**src/hdl/wmfd_pkg.sv**
```systemverilog
// ----------------------------------------------------------------------------
// wmfd_pkg: shared definitions for the windowed maximum fan duty block
// Widths, register indexes, reset values and controller/datapath bundles.
// ----------------------------------------------------------------------------
package wmfd_pkg;

  // Sample ring depth
  localparam int WINDOW = 8;
  localparam int AW     = (WINDOW > 1) ? $clog2(WINDOW) : 1;
  localparam int CW     = $clog2(WINDOW + 1);

  localparam int TEMP_W = 19;
  localparam int DUTY_W = 10;

  // (c - lo) * (duty_max - duty_min), and 2 * num + den
  localparam int PROD_W = TEMP_W + 1 + DUTY_W + 1;
  localparam int NW     = PROD_W + 2;

  // Rounded quotient magnitude is always below 2^QBITS
  localparam int QBITS  = DUTY_W + 1;
  localparam int QCW    = $clog2(QBITS);

  // Configuration register indexes
  localparam int REG_IDX_W = 2;
  localparam logic [REG_IDX_W-1:0] REG_TEMP_LOW  = 2'd0;
  localparam logic [REG_IDX_W-1:0] REG_TEMP_HIGH = 2'd1;
  localparam logic [REG_IDX_W-1:0] REG_DUTY_MIN  = 2'd2;
  localparam logic [REG_IDX_W-1:0] REG_DUTY_MAX  = 2'd3;

  // Reset values
  localparam logic signed [TEMP_W-1:0] TEMP_LOW_RST  = 19'sd50000;
  localparam logic signed [TEMP_W-1:0] TEMP_HIGH_RST = 19'sd60000;
  localparam logic [DUTY_W-1:0]        DUTY_MIN_RST  = 10'd256;
  localparam logic [DUTY_W-1:0]        DUTY_MAX_RST  = 10'd1023;
  localparam logic [DUTY_W-1:0]        LAST_DUTY_RST = 10'd1023;

  // Controller to datapath commands
  typedef struct packed {
    logic load;      // store accepted sample, restart scan
    logic scan_rd;   // read next ring entry
    logic map;       // clamp and multiply
    logic prep;      // form numerator and divisor
    logic div_step;  // one restoring division step
    logic commit;    // load output register and last duty
  } cmd_t;

  // Datapath to controller status
  typedef struct packed {
    logic scan_done; // all filled entries have been read
    logic div_last;  // final division step in progress
    logic duty_new;  // computed duty differs from last one sent
  } sts_t;

endpackage

```
**src/hdl/wmfd_dpath.sv**
```systemverilog
// ----------------------------------------------------------------------------
// wmfd_dpath: datapath of the windowed maximum fan duty block
// Config registers, sample ring, max scan, linear map and serial divider.
// ----------------------------------------------------------------------------
module wmfd_dpath (
  input  logic                                clk_i,
  input  logic                                rst_ni,
  input  logic                                cfg_we_i,
  input  logic [wmfd_pkg::REG_IDX_W-1:0]      cfg_idx_i,
  input  logic [wmfd_pkg::TEMP_W-1:0]         cfg_wdata_i,
  input  logic signed [wmfd_pkg::TEMP_W-1:0]  temp_sample_i,
  input  wmfd_pkg::cmd_t                      cmd_i,
  output wmfd_pkg::sts_t                      sts_o,
  output logic [wmfd_pkg::DUTY_W-1:0]         fan_duty_o,
  output logic signed [wmfd_pkg::TEMP_W-1:0]  window_peak_o
);
  import wmfd_pkg::*;

  logic signed [TEMP_W-1:0] lo_q, hi_q;
  logic [DUTY_W-1:0]        dmin_q, dmax_q;

  logic signed [TEMP_W-1:0] ring_mem [WINDOW];
  logic signed [TEMP_W-1:0] rd_data_q;
  logic                     rd_vld_q, rd_first_q;
  logic [AW-1:0]            wslot_q;
  logic [CW-1:0]            fill_q, scan_idx_q;
  logic signed [TEMP_W-1:0] peak_q;

  logic signed [TEMP_W-1:0] clamp_c;
  logic signed [TEMP_W:0]   span, den_d;
  logic signed [DUTY_W:0]   dd;
  logic signed [PROD_W-1:0] prod_d, num_q;
  logic signed [TEMP_W:0]   den_q;
  logic                     degen_q;

  logic signed [NW-1:0]     nsum;
  logic [NW-1:0]            rem_q, dsh_q;
  logic [QBITS-1:0]         quot_q;
  logic                     neg_q;
  logic [QCW-1:0]           cnt_q;
  logic                     ge;

  logic signed [QBITS:0]    qs;
  logic [QBITS:0]           dsum;
  logic [DUTY_W-1:0]        duty_res, last_q, fan_duty_q;
  logic signed [TEMP_W-1:0] peak_out_q;

  // Configuration
  always_ff @(posedge clk_i or negedge rst_ni) begin
    if (!rst_ni) begin
      lo_q   <= TEMP_LOW_RST;
      hi_q   <= TEMP_HIGH_RST;
      dmin_q <= DUTY_MIN_RST;
      dmax_q <= DUTY_MAX_RST;
    end else if (cfg_we_i) begin
      case (cfg_idx_i)
        REG_TEMP_LOW:  lo_q   <= cfg_wdata_i;
        REG_TEMP_HIGH: hi_q   <= cfg_wdata_i;
        REG_DUTY_MIN:  dmin_q <= cfg_wdata_i[DUTY_W-1:0];
        REG_DUTY_MAX:  dmax_q <= cfg_wdata_i[DUTY_W-1:0];
        default: ;
      endcase
    end
  end

  // Sample ring, registered read
  always_ff @(posedge clk_i) begin
    if (cmd_i.load) begin
      ring_mem[wslot_q] <= temp_sample_i;
    end
    if (cmd_i.scan_rd) begin
      rd_data_q <= ring_mem[scan_idx_q[AW-1:0]];
    end
  end

  always_ff @(posedge clk_i or negedge rst_ni) begin
    if (!rst_ni) begin
      wslot_q    <= '0;
      fill_q     <= '0;
      scan_idx_q <= '0;
      rd_vld_q   <= 1'b0;
      rd_first_q <= 1'b0;
    end else begin
      rd_vld_q   <= cmd_i.scan_rd;
      rd_first_q <= cmd_i.scan_rd && (scan_idx_q == '0);
      if (cmd_i.load) begin
        wslot_q    <= (wslot_q == AW'(WINDOW - 1)) ? '0 : wslot_q + 1'b1;
        scan_idx_q <= '0;
        if (fill_q != CW'(WINDOW)) begin
          fill_q <= fill_q + 1'b1;
        end
      end else if (cmd_i.scan_rd) begin
        scan_idx_q <= scan_idx_q + 1'b1;
      end
    end
  end

  always_ff @(posedge clk_i) begin
    if (rd_vld_q && (rd_first_q || (rd_data_q > peak_q))) begin
      peak_q <= rd_data_q;
    end
  end

  // Clamp and multiply
  always_comb begin
    if (peak_q < lo_q) begin
      clamp_c = lo_q;
    end else if (peak_q > hi_q) begin
      clamp_c = hi_q;
    end else begin
      clamp_c = peak_q;
    end
  end

  assign span   = {clamp_c[TEMP_W-1], clamp_c} - {lo_q[TEMP_W-1], lo_q};
  assign den_d  = {hi_q[TEMP_W-1], hi_q} - {lo_q[TEMP_W-1], lo_q};
  assign dd     = $signed({1'b0, dmax_q}) - $signed({1'b0, dmin_q});
  assign prod_d = span * dd;

  always_ff @(posedge clk_i) begin
    if (cmd_i.map) begin
      num_q   <= prod_d;
      den_q   <= den_d;
      degen_q <= !(hi_q > lo_q);
    end
  end

  // Floor division of 2*num + den by 2*den, one quotient bit a cycle
  assign nsum = {num_q[PROD_W-1], num_q, 1'b0}
              + {{(NW-TEMP_W-1){den_q[TEMP_W]}}, den_q};
  assign ge   = (rem_q >= dsh_q);

  always_ff @(posedge clk_i) begin
    if (cmd_i.prep) begin
      neg_q  <= nsum[NW-1];
      rem_q  <= nsum[NW-1] ? NW'(-nsum) : NW'(nsum);
      dsh_q  <= {{(NW-TEMP_W-1){1'b0}}, den_q[TEMP_W-1:0], 1'b0} << (QBITS - 1);
      quot_q <= '0;
      cnt_q  <= QCW'(QBITS - 1);
    end else if (cmd_i.div_step) begin
      if (ge) begin
        rem_q <= rem_q - dsh_q;
      end
      quot_q <= {quot_q[QBITS-2:0], ge};
      dsh_q  <= dsh_q >> 1;
      cnt_q  <= cnt_q - 1'b1;
    end
  end

  // Negative numerator rounds toward minus infinity
  always_comb begin
    if (neg_q) begin
      qs = -$signed({1'b0, quot_q}) - $signed({{QBITS{1'b0}}, (rem_q != '0)});
    end else begin
      qs = $signed({1'b0, quot_q});
    end
  end

  assign dsum     = {{(QBITS+1-DUTY_W){1'b0}}, dmin_q} + $unsigned(qs);
  assign duty_res = degen_q ? dmax_q : dsum[DUTY_W-1:0];

  always_ff @(posedge clk_i or negedge rst_ni) begin
    if (!rst_ni) begin
      last_q <= LAST_DUTY_RST;
    end else if (cmd_i.commit) begin
      last_q <= duty_res;
    end
  end

  always_ff @(posedge clk_i) begin
    if (cmd_i.commit) begin
      fan_duty_q <= duty_res;
      peak_out_q <= peak_q;
    end
  end

  assign sts_o.scan_done = (scan_idx_q == fill_q);
  assign sts_o.div_last  = (cnt_q == '0);
  assign sts_o.duty_new  = (duty_res != last_q);

  assign fan_duty_o    = fan_duty_q;
  assign window_peak_o = peak_out_q;

endmodule

```
**src/hdl/wmfd_ctrl.sv**
```systemverilog
// ----------------------------------------------------------------------------
// wmfd_ctrl: sequencer of the windowed maximum fan duty block
// Steps scan, map and divide; owns the request handshakes and output valid.
// ----------------------------------------------------------------------------
module wmfd_ctrl (
  input  logic           clk_i,
  input  logic           rst_ni,
  input  logic           in_valid_i,
  output logic           in_ready_o,
  output logic           out_valid_o,
  input  logic           out_ready_i,
  input  wmfd_pkg::sts_t sts_i,
  output wmfd_pkg::cmd_t cmd_o
);
  import wmfd_pkg::*;

  localparam logic [2:0] S_IDLE = 3'd0;
  localparam logic [2:0] S_SCAN = 3'd1;
  localparam logic [2:0] S_MAP  = 3'd2;
  localparam logic [2:0] S_PREP = 3'd3;
  localparam logic [2:0] S_DIV  = 3'd4;
  localparam logic [2:0] S_FIN  = 3'd5;

  logic [2:0] state_q, state_d;
  logic       out_valid_q, out_valid_d;

  always_comb begin
    state_d = state_q;
    cmd_o   = '0;
    case (state_q)
      S_IDLE: begin
        if (in_valid_i) begin
          cmd_o.load = 1'b1;
          state_d    = S_SCAN;
        end
      end
      S_SCAN: begin
        if (!sts_i.scan_done) begin
          cmd_o.scan_rd = 1'b1;
        end else begin
          state_d = S_MAP;
        end
      end
      S_MAP: begin
        cmd_o.map = 1'b1;
        state_d   = S_PREP;
      end
      S_PREP: begin
        cmd_o.prep = 1'b1;
        state_d    = S_DIV;
      end
      S_DIV: begin
        cmd_o.div_step = 1'b1;
        if (sts_i.div_last) begin
          state_d = S_FIN;
        end
      end
      S_FIN: begin
        if (!sts_i.duty_new) begin
          state_d = S_IDLE;
        end else if (!out_valid_q || out_ready_i) begin
          cmd_o.commit = 1'b1;
          state_d      = S_IDLE;
        end
      end
      default: state_d = S_IDLE;
    endcase
  end

  always_comb begin
    if (cmd_o.commit) begin
      out_valid_d = 1'b1;
    end else if (out_ready_i) begin
      out_valid_d = 1'b0;
    end else begin
      out_valid_d = out_valid_q;
    end
  end

  always_ff @(posedge clk_i or negedge rst_ni) begin
    if (!rst_ni) begin
      state_q     <= S_IDLE;
      out_valid_q <= 1'b0;
    end else begin
      state_q     <= state_d;
      out_valid_q <= out_valid_d;
    end
  end

  assign in_ready_o  = (state_q == S_IDLE);
  assign out_valid_o = out_valid_q;

endmodule

```
**src/hdl/windowed_max_fan_duty.sv**
```systemverilog
// ----------------------------------------------------------------------------
// windowed_max_fan_duty: fan PWM duty from the peak of recent temperatures
// Sequence per request: accept in idle, ring scan of the filled entries
// (one memory read port), multiply, divider setup, 11 divider steps, finish;
// the next request is accepted only after finish returns to idle.
// Reset (async, active low): ring empty, write slot 0, last duty 1023,
// thresholds 50000/60000, duty range 256..1023; ring contents stay unknown.
// ----------------------------------------------------------------------------
module windowed_max_fan_duty (
  input  logic                                clk_i,
  input  logic                                rst_ni,
  // configuration write port
  input  logic                                cfg_we_i,
  input  logic [wmfd_pkg::REG_IDX_W-1:0]      cfg_idx_i,
  input  logic [wmfd_pkg::TEMP_W-1:0]         cfg_wdata_i,
  // sample request channel
  input  logic                                in_valid_i,
  output logic                                in_ready_o,
  input  logic signed [wmfd_pkg::TEMP_W-1:0]  temp_sample_i,
  // duty request channel
  output logic                                out_valid_o,
  input  logic                                out_ready_i,
  output logic [wmfd_pkg::DUTY_W-1:0]         fan_duty_o,
  output logic signed [wmfd_pkg::TEMP_W-1:0]  window_peak_o
);
  import wmfd_pkg::*;

  // Controller and datapath talk only through these two bundles.
  cmd_t cmd;
  sts_t sts;

  // The controller accepts a sample only in idle, but the output register
  // decouples it from the consumer: a new sample can be taken while the
  // previous duty still waits. Finish stalls only if a new duty must be
  // written while the old one is still pending.
  wmfd_ctrl u_ctrl (
    .clk_i       (clk_i),
    .rst_ni      (rst_ni),
    .in_valid_i  (in_valid_i),
    .in_ready_o  (in_ready_o),
    .out_valid_o (out_valid_o),
    .out_ready_i (out_ready_i),
    .sts_i       (sts),
    .cmd_o       (cmd)
  );

  // Datapath: ring write on accept, scan filled entries for the peak,
  // clamp, multiply by the duty span, then a restoring divide by twice the
  // threshold span with floor rounding for a falling slope. Equal duty is dropped.
  wmfd_dpath u_dpath (
    .clk_i         (clk_i),
    .rst_ni        (rst_ni),
    .cfg_we_i      (cfg_we_i),
    .cfg_idx_i     (cfg_idx_i),
    .cfg_wdata_i   (cfg_wdata_i),
    .temp_sample_i (temp_sample_i),
    .cmd_i         (cmd),
    .sts_o         (sts),
    .fan_duty_o    (fan_duty_o),
    .window_peak_o (window_peak_o)
  );

  // A committed duty always differs from the last one sent.
  a_commit_new: assert property (@(posedge clk_i) disable iff (!rst_ni)
    cmd.commit |-> sts.duty_new)
    else $error("duty committed without a change");

  // Never overwrite a pending result.
  a_no_overwrite: assert property (@(posedge clk_i) disable iff (!rst_ni)
    (cmd.commit && out_valid_o) |-> out_ready_i)
    else $error("pending result overwritten");

  // One sample in flight: busy right after an accept.
  a_busy_after_accept: assert property (@(posedge clk_i) disable iff (!rst_ni)
    (in_valid_i && in_ready_o) |=> !in_ready_o)
    else $error("second sample accepted while busy");

  // A commit raises output valid on the next cycle.
  a_commit_valid: assert property (@(posedge clk_i) disable iff (!rst_ni)
    cmd.commit |=> out_valid_o)
    else $error("commit did not present a result");

endmodule

```
**config.mk**
```make
export PLATFORM = sky130hd
export DESIGN_NAME = windowed_max_fan_duty
export DESIGN_NICKNAME = d
export VERILOG_FILES = /design/src/hdl/wmfd_pkg.sv /design/src/hdl/wmfd_dpath.sv /design/src/hdl/wmfd_ctrl.sv /design/src/hdl/windowed_max_fan_duty.sv
export SDC_FILE = /design/constraint.sdc
export NUM_CORES = 1
export LEC_CHECK = 0
export BUFFER_PORTS_ARGS = -buffer_cell sky130_fd_sc_hd__buf_2
export CAP_MARGIN = 20
export CORE_MARGIN = 2
export CORE_UTILIZATION = 35
export DETAILED_ROUTE_END_ITERATION = 8
export PLACE_DENSITY_LB_ADDON = 0.25
export SETUP_SLACK_MARGIN = 0.05
export SLEW_MARGIN = 20
export SYNTH_ARGS = -nofsm -noshare
export SYNTH_HDL_FRONTEND = slang
export SYNTH_SLANG_ARGS = --single-unit
```
**constraint.sdc**
```tcl
create_clock -name clk_i -period 13.7 [get_ports clk_i]
set_input_delay 1.37 -clock clk_i [delete_from_list [all_inputs] [get_ports clk_i]]
set_output_delay 1.37 -clock clk_i [all_outputs]
set_load 0.05 [all_outputs]
```
Word level (Yosys, flattened, before mapping) --
Memories as Yosys holds them, arrays and structs flattened. A register that Yosys moved wholly into a read port is not among the register bits. Index checks and enable logic that the tools add are counted.
Storage, ports and cells: register bits 263, memory bits (writable) 152, bits of input ports 45, word-level logic and storage cells 115, memories kept 1
Cells by class: add/sub/neg operators 13, multiply operators 1, magnitude comparators 5, equality and inequality tests 16, mux-type cells 33, reduce and logical (&&, ||, !) cells 22
Memory list:
- u_dpath.ring_mem | words 8, width 19, read ports 1, clocked after Yosys merged registers in 1, wr ports 1, line wmfd_dpath.sv:22 | logic signed [TEMP_W-1:0] ring_mem [WINDOW];
Operators with widths (count):
- $mux W33 | 4
- $mux W30 | 2
- $gt A19 B19 Y1 | 3
- $sub A19 B19 Y20 | 2
- $mux W19 | 2
- $add A32 B20 Y33 | 1
- $ge A33 B30 Y1 | 1
- $neg A33 Y33 | 1
- $reduce_bool A33 Y1 | 1
- $sub A33 B30 Y33 | 1
- $mul A20 B11 Y31 | 1
- $mux W10 | 2
- $lt A19 B19 Y1 | 1
- $mux W3 | 6
- $pmux W3 S6 | 1
- $mux W1 | 14
- $reduce_and A2 Y1 | 6
- $sub A10 B10 Y11 | 1
- $add A10 B10 Y10 | 1
- $ne A10 B10 Y1 | 1
- $neg A10 Y10 | 1
- $sub A10 B2 Y10 | 1
- $eq A3 B3 Y1 const B | 3
- $add A4 B1 Y4 const B | 2
- 20 further kinds | 31

Logic depth before layout (Yosys ltp) --
depth after elaboration 9, mapped depth 45, depth with buffers taken out 43

Hierarchy --
Synthesis repeated with hierarchy kept, for this count alone.
Unflattened totals: cells, all modules 3119, area total of the unflattened synthesis 33068.0 µm²
By module, submodules not included:
- wmfd_dpath | times used 1, cells an instance 3091, area each 32788.9 µm²
- wmfd_ctrl | times used 1, cells an instance 28, area each 279.0 µm²

Least setup slack after synthesis --
OpenSTA, ideal clock, no wires.
kind flip-flop to flip-flop, start point reg u_dpath.lo_q[1], end point reg u_dpath.num_q[30], data pin, setup time 0.260 ns, arrival time 10.024 ns, path slack 3.416 ns, stages on the path, launching flop included 44, period minus slack after synthesis 10.284 ns, cells stage by stage dfrtp_1 -> inv_1 -> ha_1 -> a21o_1 -> a21o_1 -> a21o_1 -> a21oi_1 -> nor2b_1 -> o21ai_0 -> a2111o_1 -> a21oi_1 -> o22ai_1 -> buf_1 -> mux2i_1 -> ha_1 -> fa_1 -> nor2b_1 -> o21ai_0 -> (+8 left out) -> fa_1 -> fa_1 -> inv_1 -> fa_1 -> inv_1 -> fa_1 -> inv_1 -> fa_1 -> ha_1 -> or4_1 -> o221a_2 -> o221ai_1 -> a21oi_1 -> a221o_1 -> a221oi_2 -> o21ai_0 -> a311o_1 -> xnor2_1
On the way: longest elaborated chain between the ends 4
RTL lines:
- start: declaration | line wmfd_dpath.sv:19 | logic signed [TEMP_W-1:0] lo_q, hi_q;
- start signal: assignment | line wmfd_dpath.sv:57 | REG_TEMP_LOW: lo_q <= cfg_wdata_i;
- $lt A19 B19 Y1 | line wmfd_dpath.sv:106 | if (peak_q < lo_q) begin
- $mux W19 | line wmfd_dpath.sv:106
- $sub A19 B19 Y20 * | line wmfd_dpath.sv:115 | assign span = {clamp_c[TEMP_W-1], clamp_c} - {lo_q[TEMP_W-1], lo_q};
- $mul A20 B11 Y31 * | line wmfd_dpath.sv:118 | assign prod_d = span * dd;
- net u_dpath.prod_d[30] | line wmfd_dpath.sv:32 | logic signed [PROD_W-1:0] prod_d, num_q;
- end signal: assignment | line wmfd_dpath.sv:122 | num_q <= prod_d;
- end: declaration | line wmfd_dpath.sv:32
The timed path passes the listed nets; every way through them passes the cells marked *. A chain may end at the register's enable or synchronous reset.

Final worst setup path --
Same ends and word-level chain as after synthesis.

==> impl_metrics.xml <==
<?xml version="1.0" encoding="UTF-8"?>
<metrics>
  <group name="sta">
    <metric name="clock-skew-final" unit="ns">0.0719</metric>
    <metric name="relative_slew_slack" unit="%">24.1</metric>
    <metric name="post-route-period-util" unit="%">83.8</metric>
    <metric name="rsz_0062_raised_after_global_routing" unit="">false</metric>
    <metric name="period_needed" unit="ns">11.49</metric>
    <metric name="finalSetupTns" unit="ns">0</metric>
    <metric name="setup_viol_count_final" unit="">0</metric>
    <metric name="timing.final.hold_violations" unit="">0</metric>
    <metric name="maxClockFrequency" unit="GHz">0.0871</metric>
    <metric name="slew_viol_final" unit="">0</metric>
    <metric name="tightest_slew" unit="ns">1.14</metric>
  </group>
  <group name="detailed_routing">
    <metric name="detail_route.wirelength" unit="mm">78.1</metric>
    <metric name="dr.pass1.iters" unit="">5</metric>
    <metric name="post-route-drc-count" unit="">0</metric>
    <metric name="routed_vias_inst" unit="">4.96</metric>
    <metric name="detail_route.iter0.violations" unit="">1289</metric>
    <metric name="antenna_left" unit="">0</metric>
    <metric name="wl_per_cell" unit="um">17.8</metric>
    <metric name="dr_total_vias" unit="">21789</metric>
  </group>
  <group name="synthesis">
    <metric name="async_flop_share" unit="%">19.6</metric>
    <metric name="synth-edff-count" unit="">324</metric>
    <metric name="mean_cell_area_of_the_mapped_netlist" unit="um2">10.8</metric>
    <metric name="synth.area.mux_share" unit="%">6.73</metric>
    <metric name="synthAdderAreaFrac" unit="%">22.4</metric>
    <metric name="yosys-top-cells-count" unit="">379 x inv_1, 324 x edfxtp_1, 259 x ha_1</metric>
    <metric name="most_common_flop_cell_mapped_by_yosys" unit="">edfxtp_1</metric>
    <metric name="synth.largest_area_cell" unit="">edfxtp_1</metric>
    <metric name="largest_family_of_logic_cells_by_synthesized_area" unit="">adder cells</metric>
    <metric name="compound_cell_area_share_of_the_yosys_netlist" unit="%">11.1</metric>
    <metric name="synth.most_common_cell" unit="">inv_1</metric>
    <metric name="synth_cell_type_count" unit="">93</metric>
    <metric name="yosys_warnings" unit="">0</metric>
    <metric name="synth.top_cell.area_share" unit="%">29.8</metric>
    <metric name="synth-seq-area-share" unit="%">37.9</metric>
    <metric name="post_synth_instance_area" unit="um2">32700</metric>
    <metric name="yosys-top-cells-area" unit="">edfxtp_1 30%, fa_1 12%, ha_1 9.9%, inv_1 4.4%, dfrtp_1 3.9%</metric>
    <metric name="post_syn_instances" unit="">3034</metric>
    <metric name="synth.net_count" unit="">3542</metric>
    <metric name="synth.ff_latch_count" unit="">434</metric>
    <metric name="yosys.area_share.xor_xnor" unit="%">4.63</metric>
    <metric name="simple_gate_share_of_the_synthesized_area" unit="%">11.7</metric>
  </group>
  <group name="clock_network">
    <metric name="cts_num_sinks" unit="">434</metric>
    <metric name="hold_buffer_count_at_cts" unit="">0</metric>
    <metric name="clkSlewWorstSetupHoldPaths" unit="ns">0.06</metric>
    <metric name="htree_levels" unit="">2</metric>
    <metric name="postCtsResizedCells" unit="">0</metric>
    <metric name="clock-root-buffer" unit="">clkbuf_16</metric>
    <metric name="ctsLongestPathBuffers" unit="">3</metric>
    <metric name="cts-buffers-inserted" unit="">48</metric>
    <metric name="worst_skew_late_latency" unit="ns">0.62</metric>
    <metric name="post_cts.repair.setup_buffers" unit="">0</metric>
    <metric name="cts_tree" unit="">yes</metric>
  </group>
  <group name="global_route">
    <metric name="met1_layer_usage_reported_by_global_route" unit="%">20.9</metric>
    <metric name="globalRouteMet3Util" unit="%">2.95</metric>
    <metric name="busiest_layer" unit="">met2</metric>
    <metric name="grt_overflow" unit="">0</metric>
    <metric name="grt_util_all_layers" unit="%">16.6</metric>
    <metric name="number_of_antenna_violations_at_the_first_check_in_global_routing" unit="">8</metric>
    <metric name="maximum_number_of_pins_on_one_net_before_global_route_repair" unit="">65</metric>
    <metric name="met2_usage" unit="%">28.9</metric>
    <metric name="first_global_vias" unit="">22670</metric>
    <metric name="grt_pass1_wl" unit="mm">125</metric>
  </group>
  <group name="worst_setup_path">
    <metric name="rr_worst_depth" unit="">43</metric>
    <metric name="critPathBufInv" unit="">5</metric>
    <metric name="cp.required" unit="ns">13.99</metric>
    <metric name="crit_path_top_delay_cell" unit="">xnor2_1</metric>
    <metric name="timing.reg2reg.setup_slack" unit="ns">2.21</metric>
    <metric name="timing_worst_setup_path_type" unit="">reg -&gt; reg</metric>
    <metric name="cp.depth" unit="">43</metric>
    <metric name="cp_common_cell" unit="">fa_1</metric>
    <metric name="worst_setup_path_end_kind" unit="">register</metric>
    <metric name="start_kind" unit="">register</metric>
    <metric name="critPathArrivalTime" unit="ns">11.78</metric>
    <metric name="path_delay_family" unit="">compound AO/OA/AOI/OAI gates</metric>
    <metric name="timing.critical_path.slowest_cell_delay" unit="ns">0.82</metric>
    <metric name="timing.critical_path.fanout_max" unit="">20</metric>
  </group>
  <group name="outcome">
    <metric name="status" unit="">finished clean</metric>
  </group>
  <group name="placement">
    <metric name="routabilityCongestion" unit="">0.876</metric>
    <metric name="place.detailed.instances" unit="">4301</metric>
    <metric name="numPortBuffers" unit="">75</metric>
    <metric name="dp.final_hpwl" unit="mm">59.8</metric>
  </group>
  <group name="die">
    <metric name="core.rowCount" unit="">112</metric>
    <metric name="core_region_area" unit="um2">92900</metric>
    <metric name="die_h" unit="um">310</metric>
    <metric name="start_util" unit="%">35.2</metric>
    <metric name="top_level_ports" unit="">76</metric>
    <metric name="floorplan.die_area" unit="um2">95900</metric>
    <metric name="chipWidth" unit="um">310</metric>
  </group>
  <group name="final_layout">
    <metric name="post_route_cells_drive_above_1_share" unit="%">12.2</metric>
    <metric name="final_net_count" unit="">3606</metric>
    <metric name="syn2layout_area_growth" unit="%">10.6</metric>
    <metric name="instances_no_fill" unit="">4394</metric>
  </group>
  <group name="min_path">
    <metric name="hold_path_stages" unit="">0</metric>
    <metric name="worstHoldPathType" unit="">reg -&gt; reg</metric>
  </group>
  <group name="run">
    <metric name="maxCapViolations" unit="">0</metric>
  </group>
</metrics>
## flip-flops by register name, indices dropped and copies added (netlist names), 10 cells and up
| signal | cells |
|---|---|
| u_dpath.dmax_q | 10 |
| u_dpath.ring_mem | 152 |
| u_dpath.dsh_q | 30 |
| u_dpath.hi_q | 19 |
| u_dpath.den_q | 20 |
| u_dpath.fan_duty_o | 10 |
| u_dpath.window_peak_o | 19 |
| u_dpath.num_q | 31 |
| u_dpath.quot_q | 10 |
| u_dpath.rem_q | 33 |
| u_dpath.lo_q | 19 |
| u_dpath.dmin_q | 10 |
| u_dpath.last_q | 10 |
| u_dpath.rd_data_q | 19 |
| u_dpath.peak_q | 19 |
## logic make-up after synthesis
| kind of cell | after synthesis |
|---|---|
| DFF | 434 |
| adders and majority gates | 463 |
| xor gates and xnor gates | 171 |
| buffers and inverters | 475 |
| muxes | 163 |
| and+or+nand+nor | 776 |
| AOI/OAI and AO/OA | 552 |
## path summary, 6_finish.rpt
check / start / to
max: u_dpath.lo_q[1] / u_dpath.num_q[30]
min in group asynchronous: rst_ni / u_dpath.hi_q[17]
max in group asynchronous: rst_ni / u_dpath.scan_idx_q[0]
min: u_dpath.rd_data_q[3] / u_dpath.peak_q[3]
max reg2reg: u_dpath.lo_q[1] / u_dpath.num_q[30]
min reg2reg: u_dpath.rd_data_q[3] / u_dpath.peak_q[3]
## cell usage in the layout (no fill, tap or decap), types with 30 or more instances in the layout
| cell | count |
|---|---|
| a21o_1 | 66 |
| a21oi_1 | 131 |
| and2_1 | 36 |
| buf_2 | 74 |
| buf_4 | 30 |
| clkbuf_16 | 48 |
| dfrtp_1 | 50 |
| dfstp_2 | 34 |
| edfxtp_1 | 324 |
| fa_1 | 204 |
| ha_1 | 259 |
| inv_1 | 378 |
| mux2_2 | 76 |
| mux2i_1 | 49 |
| mux4_2 | 38 |
| nand2_1 | 246 |
| nand2b_1 | 34 |
| nand3_1 | 36 |
| nor2_1 | 170 |
| nor2b_1 | 72 |
| nor3_1 | 40 |
| o21ai_0 | 131 |
| xnor2_1 | 107 |
| xor2_1 | 60 |
## metal layers
layer / vias up / routed length (um)
met5: - / 68
met4: 10 / 2380
met3: 120 / 3250
met2: 333 / 37700
met1: 10587 / 34700
li1: 10739 / -
## per-stage QoR
| stage | setup slack (ns) | instance area, um2 | hold slack [ns] | util (%) |
|---|---|---|---|---|
| after floorplan | 3.42 | 32700 | 0.426 | - |
| after global placement | 2.44 | 34600 | 0.440 | 37.2 |
| after detailed placement | 2.18 | 34600 | 0.444 | 37.2 |
| after CTS | 2.12 | 36100 | 0.454 | 38.9 |
| after global routing | 1.24 | 36200 | 0.467 | 38.9 |
| final | 2.21 | 36200 | 0.448 | 38.9 |
## cell type report
type	instances	area, um2
tap	1254	1570
clock buffer	62	1260
multi-input combinational	2125	18600
fill	9105	56700
timing repair buffer	106	634
sequential	434	12400
inverter	383	1440
antenna	2	5.00
clock inverter	28	285
Power is not shown: default switching activity piles up to over one toggle a cycle in this logic, so the estimate is an artifact.
